**config.mk**
```make
export PLATFORM = sky130hd
export DESIGN_NAME = bounded_sequential_list_unit
export DESIGN_NICKNAME = d
export VERILOG_FILES = /design/src/hw/rtl/bsl_pkg.sv /design/src/hw/rtl/bsl_cell.sv /design/src/hw/rtl/bsl_ctrl.sv /design/src/hw/rtl/bounded_sequential_list_unit.sv
export SDC_FILE = /design/constraint.sdc
export NUM_CORES = 2
export LEC_CHECK = 0
export BUFFER_PORTS_ARGS = -buffer_cell sky130_fd_sc_hd__buf_2
export CAP_MARGIN = 20
export CORE_UTILIZATION = 67
export DETAILED_ROUTE_END_ITERATION = 16
export PLACE_DENSITY = 0.83
export SLEW_MARGIN = 20
export SYNTH_ARGS = -nofsm -noshare
export SYNTH_HDL_FRONTEND = slang
export SYNTH_SLANG_ARGS = --single-unit
export TNS_END_PERCENT = 50
```
**constraint.sdc**
```tcl
create_clock -name clk_i -period 8.4 [get_ports clk_i]
set_input_delay 0.42 -clock clk_i [delete_from_list [all_inputs] [get_ports clk_i]]
set_output_delay 0.42 -clock clk_i [all_outputs]
set_load 0.01 [all_outputs]
```
**src/hw/rtl/bsl_pkg.sv**
```systemverilog
package bsl_pkg;

  localparam int unsigned DEPTH   = 16;
  localparam int unsigned IDX_W   = 4;
  localparam int unsigned CNT_W   = 5;
  localparam int unsigned VALUE_W = 32;

  typedef enum logic [2:0] {
    OP_PUSH_BACK  = 3'd0,
    OP_POP_BACK   = 3'd1,
    OP_PUSH_FRONT = 3'd2,
    OP_POP_FRONT  = 3'd3,
    OP_FIND       = 3'd4,
    OP_MODIFY     = 3'd5,
    OP_INSERT     = 3'd6,
    OP_ERASE      = 3'd7
  } op_e;

  typedef enum logic [2:0] {
    ST_OK        = 3'd0,
    ST_FULL      = 3'd1,
    ST_EMPTY     = 3'd2,
    ST_RANGE     = 3'd3,
    ST_NOT_FOUND = 3'd4
  } status_e;

  typedef enum logic [1:0] {
    CELL_HOLD   = 2'd0,
    CELL_WRITE  = 2'd1,
    CELL_INSERT = 2'd2,
    CELL_DELETE = 2'd3
  } cell_mode_e;

  typedef struct packed {
    cell_mode_e       mode;
    logic [IDX_W-1:0] pos;
  } cell_cmd_t;

endpackage

```
**src/hw/rtl/bsl_cell.sv**
```systemverilog
module bsl_cell #(
  parameter int unsigned CELL_IDX = 0,
  parameter int unsigned DATA_W   = 32
) (
  input  logic                   clk_i,
  input  bsl_pkg::cell_cmd_t     cmd_i,
  input  logic [DATA_W-1:0]      wdata_i,
  input  logic [DATA_W-1:0]      left_i,
  input  logic [DATA_W-1:0]      right_i,
  output logic [DATA_W-1:0]      data_o,
  output logic                   match_o
);

  localparam logic [bsl_pkg::IDX_W-1:0] MyIdx = bsl_pkg::IDX_W'(CELL_IDX);

  logic [DATA_W-1:0] data_q;
  logic [DATA_W-1:0] data_d;

  always_comb begin
    data_d = data_q;
    case (cmd_i.mode)
      bsl_pkg::CELL_WRITE: begin
        if (MyIdx == cmd_i.pos) data_d = wdata_i;
      end
      bsl_pkg::CELL_INSERT: begin
        if (MyIdx == cmd_i.pos) begin
          data_d = wdata_i;
        end else if (MyIdx > cmd_i.pos) begin
          data_d = left_i;
        end
      end
      bsl_pkg::CELL_DELETE: begin
        if (MyIdx >= cmd_i.pos) data_d = right_i;
      end
      default: data_d = data_q;
    endcase
  end

  always_ff @(posedge clk_i) begin
    data_q <= data_d;
  end

  assign data_o  = data_q;
  assign match_o = (data_q == wdata_i);

endmodule

```
**src/hw/rtl/bsl_ctrl.sv**
```systemverilog
module bsl_ctrl (
  input  logic                               clk_i,
  input  logic                               rst_ni,
  input  logic                               in_valid_i,
  output logic                               in_ready_o,
  input  logic [2:0]                         operation_i,
  input  logic [bsl_pkg::IDX_W-1:0]          position_i,
  input  logic [bsl_pkg::DEPTH-1:0]          match_i,
  output bsl_pkg::cell_cmd_t                 cell_cmd_o,
  output logic                               out_valid_o,
  input  logic                               out_ready_i,
  output logic [2:0]                         status_o,
  output logic [bsl_pkg::IDX_W-1:0]          index_o,
  output logic [bsl_pkg::CNT_W-1:0]          count_o,
  output logic                               is_empty_o
);

  logic [bsl_pkg::CNT_W-1:0] count_q;
  logic [bsl_pkg::CNT_W-1:0] count_d;
  logic                      out_valid_q;
  logic                      out_valid_d;
  bsl_pkg::status_e          status_q;
  bsl_pkg::status_e          status_d;
  logic [bsl_pkg::IDX_W-1:0] index_q;
  logic [bsl_pkg::IDX_W-1:0] index_d;

  logic                      accept;
  logic                      full;
  logic                      empty;
  logic [bsl_pkg::CNT_W-1:0] pos_ext;
  logic                      found;
  logic [bsl_pkg::IDX_W-1:0] found_idx;
  logic [bsl_pkg::CNT_W-1:0] op_count;
  bsl_pkg::status_e          op_status;
  bsl_pkg::cell_cmd_t        op_cmd;

  assign in_ready_o = !out_valid_q || out_ready_i;
  assign accept     = in_valid_i && in_ready_o;
  assign full       = (count_q == bsl_pkg::CNT_W'(bsl_pkg::DEPTH));
  assign empty      = (count_q == '0);
  assign pos_ext    = {1'b0, position_i};

  // The lowest live entry that matches wins.
  always_comb begin
    found     = 1'b0;
    found_idx = '0;
    for (int i = bsl_pkg::DEPTH - 1; i >= 0; i--) begin
      if (match_i[i] && (bsl_pkg::CNT_W'(i) < count_q)) begin
        found     = 1'b1;
        found_idx = bsl_pkg::IDX_W'(i);
      end
    end
  end

  always_comb begin
    op_status   = bsl_pkg::ST_OK;
    op_count    = count_q;
    op_cmd.mode = bsl_pkg::CELL_HOLD;
    op_cmd.pos  = position_i;
    unique case (bsl_pkg::op_e'(operation_i))
      bsl_pkg::OP_PUSH_BACK: begin
        if (full) begin
          op_status = bsl_pkg::ST_FULL;
        end else begin
          op_cmd.mode = bsl_pkg::CELL_WRITE;
          op_cmd.pos  = count_q[bsl_pkg::IDX_W-1:0];
          op_count    = count_q + 1'b1;
        end
      end
      bsl_pkg::OP_POP_BACK: begin
        if (empty) op_status = bsl_pkg::ST_EMPTY;
        else op_count = count_q - 1'b1;
      end
      bsl_pkg::OP_PUSH_FRONT: begin
        if (full) begin
          op_status = bsl_pkg::ST_FULL;
        end else begin
          op_cmd.mode = bsl_pkg::CELL_INSERT;
          op_cmd.pos  = '0;
          op_count    = count_q + 1'b1;
        end
      end
      bsl_pkg::OP_POP_FRONT: begin
        if (empty) begin
          op_status = bsl_pkg::ST_EMPTY;
        end else begin
          op_cmd.mode = bsl_pkg::CELL_DELETE;
          op_cmd.pos  = '0;
          op_count    = count_q - 1'b1;
        end
      end
      bsl_pkg::OP_FIND: begin
        if (!found) op_status = bsl_pkg::ST_NOT_FOUND;
      end
      bsl_pkg::OP_MODIFY: begin
        if (pos_ext >= count_q) op_status = bsl_pkg::ST_RANGE;
        else op_cmd.mode = bsl_pkg::CELL_WRITE;
      end
      bsl_pkg::OP_INSERT: begin
        if (pos_ext > count_q) begin
          op_status = bsl_pkg::ST_RANGE;
        end else if (full) begin
          op_status = bsl_pkg::ST_FULL;
        end else begin
          op_cmd.mode = bsl_pkg::CELL_INSERT;
          op_count    = count_q + 1'b1;
        end
      end
      bsl_pkg::OP_ERASE: begin
        if (empty) begin
          op_status = bsl_pkg::ST_EMPTY;
        end else if (pos_ext >= count_q) begin
          op_status = bsl_pkg::ST_RANGE;
        end else begin
          op_cmd.mode = bsl_pkg::CELL_DELETE;
          op_count    = count_q - 1'b1;
        end
      end
    endcase
  end

  always_comb begin
    count_d     = count_q;
    status_d    = status_q;
    index_d     = index_q;
    out_valid_d = out_valid_q && !out_ready_i;
    cell_cmd_o  = op_cmd;
    if (accept) begin
      count_d     = op_count;
      status_d    = op_status;
      index_d     = ((bsl_pkg::op_e'(operation_i) == bsl_pkg::OP_FIND) && found) ?
                    found_idx : '0;
      out_valid_d = 1'b1;
    end else begin
      cell_cmd_o.mode = bsl_pkg::CELL_HOLD;
    end
  end

  always_ff @(posedge clk_i or negedge rst_ni) begin
    if (!rst_ni) begin
      count_q     <= '0;
      out_valid_q <= 1'b0;
    end else begin
      count_q     <= count_d;
      out_valid_q <= out_valid_d;
    end
  end

  always_ff @(posedge clk_i) begin
    status_q <= status_d;
    index_q  <= index_d;
  end

  // The count register only changes on a transfer in, which also reloads
  // the result register, so it always matches the result on display.
  assign out_valid_o = out_valid_q;
  assign status_o    = status_q;
  assign index_o     = index_q;
  assign count_o     = count_q;
  assign is_empty_o  = (count_q == '0);

endmodule

```
**src/hw/rtl/bounded_sequential_list_unit.sv**
```systemverilog
// A result is registered and shown in the cycle after its request transfer.
// One request per cycle while no held result is refused by out_ready_i;
// every cell of the entry row shifts, writes or compares in parallel.
// The result register lets a new request in while the old result drains.
// Reset clears the entry count and the result valid; entry contents are
// undefined until written and need no clearing pass.
module bounded_sequential_list_unit #(
  parameter int unsigned DATA_W = 32
) (
  input  logic        clk_i,
  input  logic        rst_ni,
  input  logic        in_valid_i,
  output logic        in_ready_o,
  input  logic [2:0]  operation_i,
  input  logic [3:0]  position_i,
  input  logic [31:0] value_i,
  output logic        out_valid_o,
  input  logic        out_ready_i,
  output logic [2:0]  status_o,
  output logic [3:0]  index_o,
  output logic [4:0]  count_o,
  output logic        is_empty_o
);

  logic [DATA_W-1:0]          wdata;
  logic [DATA_W-1:0]          cell_data [bsl_pkg::DEPTH];
  logic [bsl_pkg::DEPTH-1:0]  match;
  bsl_pkg::cell_cmd_t         cell_cmd;

  // The stored word is the low DATA_W bits of the value, zero-extended.
  if (DATA_W > bsl_pkg::VALUE_W) begin : g_wide
    assign wdata = {{(DATA_W - bsl_pkg::VALUE_W){1'b0}}, value_i};
  end else if (DATA_W == bsl_pkg::VALUE_W) begin : g_same
    assign wdata = value_i;
  end else begin : g_narrow
    assign wdata = value_i[DATA_W-1:0];
  end

  bsl_ctrl u_ctrl (
    .clk_i       (clk_i),
    .rst_ni      (rst_ni),
    .in_valid_i  (in_valid_i),
    .in_ready_o  (in_ready_o),
    .operation_i (operation_i),
    .position_i  (position_i),
    .match_i     (match),
    .cell_cmd_o  (cell_cmd),
    .out_valid_o (out_valid_o),
    .out_ready_i (out_ready_i),
    .status_o    (status_o),
    .index_o     (index_o),
    .count_o     (count_o),
    .is_empty_o  (is_empty_o)
  );

  for (genvar i = 0; i < bsl_pkg::DEPTH; i++) begin : g_cell
    logic [DATA_W-1:0] left;
    logic [DATA_W-1:0] right;

    if (i == 0) begin : g_first
      assign left = '0;
    end else begin : g_mid_l
      assign left = cell_data[i-1];
    end

    if (i == bsl_pkg::DEPTH - 1) begin : g_last
      assign right = '0;
    end else begin : g_mid_r
      assign right = cell_data[i+1];
    end

    bsl_cell #(
      .CELL_IDX (i),
      .DATA_W   (DATA_W)
    ) u_cell (
      .clk_i   (clk_i),
      .cmd_i   (cell_cmd),
      .wdata_i (wdata),
      .left_i  (left),
      .right_i (right),
      .data_o  (cell_data[i]),
      .match_o (match[i])
    );
  end

endmodule

```
== Word level (Yosys, flattened, before mapping) ==
Index checks and enable logic that the tools add are counted.

* Word-level logic and storage cells: 356
* Register bits after elaboration: 525
* Input port bits: 43

* Equal/unequal tests: 94
* $add $sub $neg: 2
* Bitwise logic cells: 1
* Multiplexer cells: 136
* Reduce and logical (&&, ||, !) cells: 50
* $lt $le $gt $ge: 50

{| class="wikitable"
|+ Operator list
! kind !! number
|-
| 32-bit two-way mux || 64
|-
| 32-bit case mux with 3 select lines || 16
|-
| 32-bit == test || 16
|-
| 2-bit by 1-bit inequality test with 1-bit output (second input constant) || 32
|-
| 4-bit AND reduction || 16
|-
| 3-bit by 1-bit inequality test with 1-bit output (second input constant) || 16
|-
| 4-bit by 5-bit < comparator with 1-bit output (first input constant) || 8
|-
| 4-bit == test (first input constant) || 8
|-
| 4-bit greater-or-equal comparator (first input constant) || 8
|-
| 4-bit > comparator (first input constant) || 8
|-
| 4-bit two-way mux || 8
|-
| 5-bit two-way mux || 6
|-
| 3-bit two-way mux || 7
|-
| 3-bit by 5-bit < comparator with 1-bit output (first input constant) || 4
|-
| 1-bit two-way mux || 20
|-
| 5-bit case mux with 4 select lines || 1
|-
| 1-bit logical AND || 19
|-
| 2-bit two-way mux || 9
|-
| 3-bit case mux with 6 select lines || 1
|-
| 3-bit by 4-bit == test with 1-bit output (first input constant) || 4
|-
| 3-bit by 4-bit greater-or-equal comparator with 1-bit output (first input constant) || 4
|-
| 3-bit by 4-bit > comparator with 1-bit output (first input constant) || 4
|-
| 3-bit == test (second input constant) || 4
|-
| 6-bit two-way mux || 2
|-
| 33 further kinds || 48
|}

== Logic depth before layout (Yosys ltp) ==
* Depth after elaboration: 21
* Mapped depth: 15

== Cells and area by module ==
A second synthesis with hierarchy kept.

* Cell total of the unflattened synthesis: 2829
* Area total of the unflattened synthesis: 33801.2 um2

{| class="wikitable"
|+ By module, submodules not included
! module !! cells each !! seq. area each (um2) !! area an instance (um2) !! times used
|-
| bsl_cell (g_cell[9].u_cell) || 160 || 960.9 || 2062.0 || 1
|-
| bsl_cell (g_cell[6].u_cell) || 159 || 960.9 || 2057.0 || 1
|-
| bsl_cell (g_cell[5].u_cell) || 159 || 960.9 || 2055.7 || 1
|-
| bsl_cell (g_cell[12].u_cell) || 159 || 960.9 || 2049.5 || 1
|-
| bsl_cell (g_cell[4].u_cell) || 161 || 960.9 || 2030.7 || 1
|-
| bsl_cell (g_cell[2].u_cell) || 159 || 960.9 || 2024.4 || 1
|-
| bsl_cell (g_cell[0].u_cell) || 159 || 960.9 || 2019.4 || 1
|-
| bsl_cell (g_cell[1].u_cell) || 190 || 960.9 || 2013.2 || 1
|-
| bsl_cell (g_cell[7].u_cell) || 162 || 960.9 || 2010.7 || 1
|-
| bsl_cell (g_cell[10].u_cell) || 161 || 960.9 || 2005.7 || 1
|-
| bsl_cell (g_cell[8].u_cell) || 159 || 960.9 || 2001.9 || 1
|-
| bsl_cell (g_cell[3].u_cell) || 159 || 960.9 || 2000.7 || 1
|-
| bsl_cell (g_cell[11].u_cell) || 159 || 960.9 || 1998.2 || 1
|-
| bsl_cell (g_cell[15].u_cell) || 164 || 960.9 || 1990.7 || 1
|-
| +4 rows || -- || -- || -- || --
|}

== Least setup slack after synthesis ==
No wires, ideal clock.

* Kind: flip-flop to flip-flop
* From: register u_ctrl.count_q, in the netlist u_ctrl.count_o[1]
* To: register g_cell[6].u_cell.data_q[0] (enable)
* Buffers on the path: 3
* Arrival time: 4852 ps
* Clock period less this slack: 5322 ps
* Path slack: 3078 ps
* Cell stages (with the launch flop): 14
* Cells stage by stage: dfrtp_1 -> buf_2 -> inv_1 -> ha_1 -> nand3_1 -> nor3b_2 -> inv_1 -> a31oi_1 -> nand2b_1 -> a21oi_2 -> buf_4 -> buf_4 -> a21oi_1 -> a211oi_1

* Cells in the longest elaborated chain, start to end: 8
* Elaborated cells between the ends (all ways): 26
* Classes of those cells: order compare (4); eq/ne (8); mux (11); reduce/logical (3)

{| class="wikitable"
|+ Ends and longest elaborated chain
! element !! RTL line !! source
|-
| start: declaration || bsl_ctrl.sv:18 || <nowiki>logic [bsl_pkg::CNT_W-1:0] count_q;</nowiki>
|-
| start signal: assignment || bsl_ctrl.sv:144 || <nowiki>count_q <= count_d;</nowiki>
|-
| 4-bit by 5-bit greater-or-equal comparator with 1-bit output or 5-bit == test (tied branches) || bsl_ctrl.sv:96, bsl_ctrl.sv:112, bsl_ctrl.sv:39 ||
|-
| 2-bit two-way mux, on equally long branches || bsl_ctrl.sv:112, bsl_ctrl.sv:102 ||
|-
| 2-bit two-way mux, on equally long branches || bsl_ctrl.sv:110, bsl_ctrl.sv:100 ||
|-
| 2-bit case mux with 6 select lines || bsl_ctrl.sv:60 || <nowiki>unique case (bsl_pkg::op_e'(operation_i))</nowiki>
|-
| 2-bit two-way mux || bsl_ctrl.sv:128 || <nowiki>if (accept) begin</nowiki>
|-
| 2-bit == test or 2-bit by 1-bit == test with 1-bit output (tied branches) || bsl_cell.sv:21 || <nowiki>case (cmd_i.mode)</nowiki>
|-
| 3-bit by 1-bit inequality test with 1-bit output (no line), or another cell as far along || -- ||
|-
| 4-bit AND reduction (no line) * || -- ||
|-
| end signal: assignment || bsl_cell.sv:40 || <nowiki>data_q <= data_d;</nowiki>
|-
| end: declaration || bsl_cell.sv:16 || <nowiki>logic [DATA_W-1:0] data_q;</nowiki>
|}

Every way passes the cells marked *; elsewhere a longest branch is shown, timed or not.
A chain may end at the register's enable or synchronous reset.

== Final worst setup path ==
* From: register u_ctrl.count_q, in the netlist u_ctrl.count_o[3]
* To: register g_cell[8].u_cell.data_q[20], data pin

* Cells in the longest elaborated chain, start to end: 7
* Elaborated cells between the ends (all ways): 21
* Classes of those cells: order compare (2); eq/ne (5); mux (13); reduce/logical (1)

{| class="wikitable"
|+ Ends and longest elaborated chain
! element !! RTL line !! source
|-
| 4-bit by 5-bit greater-or-equal comparator with 1-bit output or 5-bit == test (tied branches) || bsl_ctrl.sv:96, bsl_ctrl.sv:112, bsl_ctrl.sv:39 ||
|-
| 2-bit two-way mux, on equally long branches || bsl_ctrl.sv:112, bsl_ctrl.sv:102 ||
|-
| 2-bit two-way mux, on equally long branches || bsl_ctrl.sv:110, bsl_ctrl.sv:100 ||
|-
| 2-bit case mux with 6 select lines || bsl_ctrl.sv:60 ||
|-
| 2-bit two-way mux || bsl_ctrl.sv:128 ||
|-
| 2-bit == test or 2-bit by 1-bit == test with 1-bit output (tied branches) || bsl_cell.sv:21 ||
|-
| 32-bit case mux with 3 select lines * || bsl_cell.sv:21 ||
|-
| named net g_cell[8].u_cell.data_d[20] || bsl_cell.sv:17 || <nowiki>logic [DATA_W-1:0] data_d;</nowiki>
|-
| end signal: assignment || bsl_cell.sv:40 ||
|-
| end: declaration || bsl_cell.sv:16 ||
|}

The timed path passes the listed nets; every way through them passes the cells marked *.

==> impl_metrics.py <==
metrics = {
    "finish": {
        "synthToLayoutAreaGrowth_pct": 5.925,
        "final_nets": 3111,
        "finalNonFillerCells": 3708,
        "final_cell_mix": "edfxtp_1 (519), a21oi_1 (404), nor2_1 (402)",
        "diodes": 0,
        "drive_gt1_share_pct": 9.449,
        "final_common_cell": "edfxtp_1",
    },
    "critical_path": {
        "cp_max_fo": 86,
        "r2r_end": "g_cell[8].u_cell.data_o[20]$_DFFE_PP_",
        "rr_worst_depth": 12,
        "crit_family": "simple AND/OR/NAND/NOR gates",
        "regToRegStartpoint": "u_ctrl.count_o[3]$_DFFE_PN0P_",
        "cp.required_ns": 8.73,
        "startpoint_type": "flop",
        "cp-end-kind": "flop",
        "critPathMaxStageDelay_ns": 0.90,
        "arrival_ns": 5.69,
        "cpMaxStageDelayCell": "nand2_1",
        "critPathBufInv": 2,
        "crit_chain": "inv_2 > ha_1 > nand3_1 > or2_0 > a21oi_2 > o21ai_1 > o2111ai_1 > nor2b_4 > buf_4 > nand2_1 > o22ai_1 > a21oi_1",
        "reg2reg_slack_ns": 3.05,
        "crit_type": "flop to flop",
    },
    "job": {
        "maxCapViolCount": 0,
    },
    "clock_network": {
        "clk_latency_ns": 0.65,
        "cts.sinks": 525,
        "clockBufferDepth": 3,
        "ctsResizeCount": 0,
        "root_buffer": "clkbuf_16",
        "cts_tree": "built",
        "numCtsBuffers": 56,
        "cts_max_level": 2,
        "clk_pin_slew_ns": 0.06,
    },
    "outcome": {
        "violations": "DRC",
        "status": "finished, violations left",
    },
    "logic_synthesis": {
        "async_reset_ff_share_pct": 1.143,
        "synth.area.top_cells": "edfxtp_1 (49%), xnor2_1 (8.3%), o22ai_1 (7.5%), a21oi_1 (6.4%), xor2_1 (5.9%)",
        "yosysWarnings": 0,
        "yosysTopAreaCell": "edfxtp_1",
        "syn_nets": 3250,
        "syn_area_um2": 32030,
        "synth_area_per_cell_um2": 10.01,
        "yosysTopAreaCellShare_pct": 48.65,
        "synth_flop_cell": "edfxtp_1",
        "ys_seq_elements": 525,
        "synth_edf_count": 519,
        "syn-instance-count": 3200,
        "synth_seq_area_share_pct": 49.12,
        "yosysUniqueCellTypes": 69,
    },
    "global_route": {
        "grt_max_degree": 108,
        "track_usage_pct": 46.10,
        "grt_first_pass_wirelength_um": 166700,
        "grt.overflow.total": 0,
        "antenna_found_initial": 1,
        "grt_pass1_vias": 26170,
    },
    "power": {
        "irDropWorstVdd_uv": 218.7,
        "power.density_nw_per_um2": 242.1,
        "p_leak_nw": 11.18,
    },
    "route": {
        "drc": 4,
        "vias_per_cell": 7.645,
        "routed-via-count": 28350,
        "antenna_left": 0,
        "firstDrtPassIters": 13,
        "wire_per_inst_um": 30.34,
        "drtIter0Drc": 5269,
        "routed_wl_um": 112500,
    },
    "floorplan": {
        "dieArea_um2": 48690,
        "core_area_um2": 46850,
        "initial_core_util_pct": 68.37,
        "die_h_um": 220.7,
        "rows": 79,
        "die_x_um": 220.7,
        "io_pins": 58,
    },
    "place": {
        "numPortBuffers": 57,
        "gp_congestion": 0.9972,
        "place_inst": 3605,
        "place_hpwl_um": 73870,
    },
    "timing": {
        "hold_viol": 0,
        "setup_viol": 0,
        "maxSlewViolCount": 0,
        "period_minus_slack_ns": 5.352,
        "worstMarginPinSlew_ns": 1.271,
        "period_share_pct": 63.72,
        "relSlewSlack_pct": 14.15,
        "skew_ns": 0.01831,
        "rsz0062_at_grt": "false",
        "fmax_mhz": 186.8,
        "fin_setup_tns_ns": 0,
    },
    "worst_hold_path": {
        "hold_end": "u_ctrl.out_valid_o$_DFF_PN0_",
        "hold_path.class": "primary input to flop",
        "min_from": "out_ready_i",
        "min_path_cells": 3,
    },
}
## worst reg2reg max path, cell delays in order (launching register included)
cell       delay (ns)
dfrtp_1          0.69
inv_2            0.14
ha_1             0.32
nand3_1          0.11
or2_0            0.24
a21oi_2          0.19
o21ai_1          0.12
o2111ai_1        0.19
nor2b_4          0.80
buf_4            0.86
nand2_1          0.92
o22ai_1          0.36
a21oi_1          0.12
## registers in the layout, indices dropped and copies added (netlist names)
register              flops
u_ctrl.count_o            5
u_ctrl.index_o            4
u_ctrl.out_valid_o        1
u_ctrl.status_o           3
g_cell.u_cell.data_o    512
## logic make-up (layout without fill, tap and decap cells)
family | count (synthesis) | after routing | share of synthesized area [%]
AO/OA/AOI/OAI | 1061 | 1061 | 20.22
buffers and inverters | 353 | 254 | 5.715
multiplexers | 2 | 2 | 0.06640
XOR/XNOR | 518 | 518 | 14.16
flip-flops | 525 | 525 | 49.12
adder cells (fa/ha/maj) | 7 | 7 | 0.2734
AND/OR/NAND/NOR | 734 | 734 | 10.44
## cell type report
class | count | area, um2
tap | 607 | 759.5
timing repair buffer | 146 | 1044
multi-input combinational | 2322 | 14660
clock buffer | 70 | 1475
fill | 3272 | 12920
inverter | 10 | 37.54
clock inverter | 28 | 215.2
sequential | 525 | 15740
## power by group
group	internal [mW]	switching (mW)	leakage, nW
clock network	1.32	1.07	0.821
logic	0.752	1.56	5.55
registers	3.20	0.306	4.80
total	5.28	2.94	11.2
## worst max-delay path by stage
stage / start / to / slack [ns] / cells past startpoint
6_report: u_ctrl.count_o[3]$_DFFE_PN0P_ / g_cell[8].u_cell.data_o[20]$_DFFE_PP_ / 3.05 / 12
4_1_cts: u_ctrl.count_o[3]$_DFFE_PN0P_ / g_cell[8].u_cell.data_o[27]$_DFFE_PP_ / 3.20 / 12
3_3_place_gp: u_ctrl.count_o[2]$_DFFE_PN0P_ / g_cell[12].u_cell.data_o[0]$_DFFE_PP_ / 3.45 / 12
3_5_place_dp: u_ctrl.count_o[3]$_DFFE_PN0P_ / g_cell[8].u_cell.data_o[27]$_DFFE_PP_ / 3.23 / 12
2_1_floorplan: u_ctrl.count_o[1]$_DFFE_PN0P_ / g_cell[6].u_cell.data_o[0]$_DFFE_PP_ / 3.08 / 13
5_1_grt: u_ctrl.count_o[3]$_DFFE_PN0P_ / g_cell[8].u_cell.data_o[20]$_DFFE_PP_ / 2.71 / 12
## metal layers
layer | GRT usage (%) | share of wire (%)
met1 | 56.85 | 32
met2 | 69.23 | 43
met3 | 11.59 | 14
met4 | 36.51 | 11
met5 | 0 | 0.014
## timing repair
action                                  CTS  global route
setup buffers                             0             0
endpoints found under the setup margin    0             0
hold endpoints to repair                  7             0
hold buffers                              2             0
## cells in the mapped netlist, types with 39 or more instances
library cell  count
o21ai_1          39
xnor2_1         303
nor2_1          405
clkbuf_1         70
a22oi_1          65
a21oi_1         408
buf_2           211
xor2_1          215
nor4_1           62
o22ai_1         385
nand4_1          83
buf_4            46
o21ai_0          43
a22o_1           65
edfxtp_1        519
nand2_1          98
## stage by stage
| stage | hold WS (ns) | setup WS [ns] | power (mW) | instance area [um2] | util [%] |
|---|---|---|---|---|---|
| finish | 0.08865 | 3.048 | 8.215 | 33930 | 72.42 |
| global route | 0.1163 | 2.708 | 8.410 | 33930 | 72.42 |
| CTS | 0.08929 | 3.201 | 8.044 | 33870 | 72.30 |
| detailed placement | 0.2507 | 3.233 | 5.721 | 32160 | 68.65 |
| global placement | 0.2489 | 3.449 | 5.625 | 32080 | 68.47 |
| floorplan | 0.1244 | 3.078 | 5.111 | 32030 | - |
Note: power is estimated with default switching activity, not from simulation.
